--- src/hw/rtl/fspa_ram.sv ---
module fspa_ram #(
  parameter int WIDTH = 8,
  parameter int DEPTH = 256
) (
  input  logic                     clk,
  input  logic                     we,
  input  logic [$clog2(DEPTH)-1:0] waddr,
  input  logic [WIDTH-1:0]         wdata,
  input  logic                     re,
  input  logic [$clog2(DEPTH)-1:0] raddr,
  output logic [WIDTH-1:0]         rdata
);

  logic [WIDTH-1:0] mem [DEPTH];

  always_ff @(posedge clk) begin
    if (we) begin
      mem[waddr] <= wdata;
    end
    if (re) begin
      rdata <= mem[raddr];
    end
  end

endmodule

--- config.mk ---
export PLATFORM = sky130hd
export DESIGN_NAME = fspa_ram
export DESIGN_NICKNAME = d
export VERILOG_FILES = /design/src/hw/rtl/fspa_ram.sv
export SDC_FILE = /design/constraint.sdc
export NUM_CORES = 2
export LEC_CHECK = 0
export CAP_MARGIN = 20
export CORE_MARGIN = 4
export CORE_UTILIZATION = 30
export CTS_BUF_LIST = sky130_fd_sc_hd__clkbuf_2
export CTS_CLUSTER_DIAMETER = 60
export CTS_CLUSTER_SIZE = 24
export DETAILED_ROUTE_END_ITERATION = 8
export DONT_BUFFER_PORTS = 1
export SETUP_SLACK_MARGIN = 0.05
export SLEW_MARGIN = 0
export SYNTH_ARGS = -nofsm -noshare
export SYNTH_HDL_FRONTEND = slang
export SYNTH_SLANG_ARGS = --single-unit
--- constraint.sdc ---
create_clock -name clk -period 4.3 [get_ports clk]
set_input_delay 0.86 -clock clk [delete_from_list [all_inputs] [get_ports clk]]
set_output_delay 0.86 -clock clk [all_outputs]
set_load 0.02 [all_outputs]
==> metrics.md <==
| Metric | Value |
|---|---|
| Worst setup EP type | flop |
| DP Area | 83830 um2 |
| Unrepaired setup endpoints after global routing | false |
| Iteration-0 DRC Markers | approximately 4800 |
| # nets final | a little under 4000 |
| Final slew viol count | a little under 700 |
| Gpl congestion | 0.8043 |
| Logic gate share of total power | 5.9% |
| Max clock buf depth | 3 |
| Setup crit start kind | primary input |
| Status | finished with violations |
| Initial antenna violation count | 13 |
| Count of final setup violators | 4 |
| Area fraction of the dominant cell type after synthesis | between 70% and 80% |
| Cts bufs inserted | 121 |
| Mapped Nets | 3760 |
| Avg WL per Cell | 26.84 um |
| Fin crit period | 4.546 ns |
| Post-synthesis cell area | 79640 um2 |
| Post-Route WL | ~200000 um |
| Crit-path max FO | about 450 |
| Port buffer count | 0 |
| Chip height | 523.2 um |
| NetSw | 7.686 mW |
| Clock sink total | 2056 |
| Via density | 5.128 |
| Routed Antenna Nets | 0 |
| Largest net degree at the start of global routing | 579 |
| Tcrit/Tclk final | 105.7% |
| Distinct cells, synth | 54 |
| Placeable Area | 263200 um2 |
| Sw frac | 23.67% |
| Clock H-tree levels | 3 |
| Final Power | 32.47 mW |
| Yosys reg bits | 2056 |
| # Post-CTS Setup Buffers | 0 |
| Sequential power share | 68.3% |
| DPL Wire Length | 109500 um |
| CTS clock-pin slew for the worst setup and hold paths | 0.40 ns |
| Failing checks | slew limit, setup timing |
| Clk pwr share | 25.8% |
| Layout cells sized above 1 | 21.89% |
| Detailed-route via count | around 38000 |
| Synth area leaders | edfxtp_1, mux4_2, mux2i_1 |
| Synth warn | 0 |
| Worst slack at placement | 0.3584 ns |
| Hold depth | 2 |
| Slew headroom | -111.5% |
| Die area | 273800 um2 |
| Worst clock skew | 0.1914 ns |
| Initial Util | 30.25% |
| PwrDens | 374.7 nW/um2 |
| Max-cap violations | 0 |
| Min-delay worst type | in2reg |
| Required time at the worst-slack endpoint | 6.03 ns |
| Async SR Flop Fraction | 0% |
| Pleak | 25.57 nW |
| Setup CP Type | in2reg |
| Internal power | roughly 25 mW |
| Area grow syn2layout | 8.808% |
| Worst-Skew Late Latency | 1.81 ns |
| Total congestion overflow | 0 |
| Syn avg cell area | 21.33 um2 |
| Clock root cell | clkbuf_2 |
| CTS tree | built |
| Crit path arrival time | roughly 6.3 ns |
| Final Instance Area | slightly below 90000 um2 |
| Tightest Pin Transition | 3.173 ns |
| Synth cell count leaders | edfxtp_1, mux4_2, nor2_1 |
| IO Pins | 35 |
| Ys flop type | edfxtp_1 |
| DRC | 0 |
| Tot GR Track Use | approximately 14% |
| Worst reg-to-reg path cell count | 10 |
| Vias in the first global route | 38480 |
| DR pass1 iterations | 6 |
| Sequential fraction of the synthesis area | between 70 and 80% |
| Worst setup margin | -0.2462 ns |
| Mapped Cells | 3733 |
| Max VDD drop | 0.0002445 V |
| Max Clk Rate | ~220 MHz |
| Die Width | approximately 520 um |
| First-pass GRT wire length | 285100 um |
| Final hold vios | 0 |
| Yosys top cell by area | edfxtp_1 |
| Count leader, synth | edfxtp_1 |
| Rows | between 150 and 200 |
| EDFF count, synth | 2056 |
| Utilization after layout | about 33% |
==> layer usage <==
layer  vias up  wire length [um]  GRT usage, %
met3       264             14090         2.229
met4         2              5945         4.171
li1      15870                 -             -
met1     20680             83840         20.00
met5         -                13             0
met2      1542             96910         22.78
==> timing repair <==
| action | in CTS | in global routing |
|---|---|---|
| resized for setup | 0 | 3 |
| endpoints found under the hold margin | 3919 | 0 |
| setup endpoints to repair | 0 | 7 |
| hold buffers | 65 | 0 |
==> cell families (layout without fill, tap and decap cells) <==
family          after synthesis  after routing  share of synthesized area, %
buf+inv                     235            445                         1.829
simple gates                466            466                         2.625
mux                         591            591                         14.60
other cells                   0             22                             0
compound gates              385            385                         3.416
flops                      2056           2056                         77.53
==> metrics by stage <==
stage / TNS [ns] / hold slack [ns] / cells
finish: -0.7649 / 0.2040 / 7480
CTS: 0 / 0.01949 / 7452
global route: 0 / 0.006716 / 7466
detailed placement: 0 / 0.9896 / 7168
global placement: -0.6907 / 0.9900 / 7164
floorplan: 0 / 0.8642 / 3733
==> final cells by class <==
type / instances / area, um2
diodes: 22 / 55.05
clock buffers: 129 / 645.6
clock inverters: 90 / 1099
fillers: 24740 / 176600
inverters: 2 / 7.507
multi-input cells: 1442 / 16530
flip-flops and latches: 2056 / 61740
well taps: 3515 / 4398
repair buffers: 224 / 2180
==> sequential cells by signal, indices dropped and copies added (netlist names) <==
register,count
mem,2048
rdata,8
==> cell usage in the layout, fill, tap and decap left out, types with 19 or more instances in the layout <==
master         Yosys  final
buf_4             27    150
nor4_1            24     21
nand3_1           34     34
diode_2            0     22
inv_6              0     19
o22ai_1           28     28
mux4_2           454    454
nor2_1           282    279
a21oi_1           96     96
nor2b_1           31     28
o221ai_1          46     46
edfxtp_1        2056   2056
nor3_1            22     22
clkbuf_2           0    129
dlygate4sd3_1      0     53
nand2_1           33     33
mux2i_1          134    134
a22oi_1          133    133
==> path summary, 6_finish.rpt <==
kind / endpoint / startpoint / slack [ns]
setup / recovery: rdata[4] / raddr[1] / -0.25
hold / removal: mem[96][2] / wdata[2] / 0.20
setup reg to reg: rdata[1] / mem[139][1] / 0.38
hold reg to reg: rdata[2] / mem[50][2] / 1.25
==> power groups by stage <==
stage	combinational [mW]	clock (mW)	sequential, mW
floorplan	1.07	0	22.6
global placement	1.24	0	22.6
detailed placement	1.24	0	22.6
CTS	1.70	8.59	22.2
global route	1.98	9.38	22.2
finish	1.92	8.37	22.2
==> worst max-delay path, stage by stage <==
cell,delay [ns]
mux4_2,0.80
o22a_1,0.21
o21ai_0,0.25
a2111oi_1,0.44
dlygate4sd3_1,0.60
nor3_1,0.04
dlygate4sd3_1,0.60
buf_4,0.14
nor4_1,0.26
dlygate4sd3_1,0.58
Power figures use the tool's default switching activity.
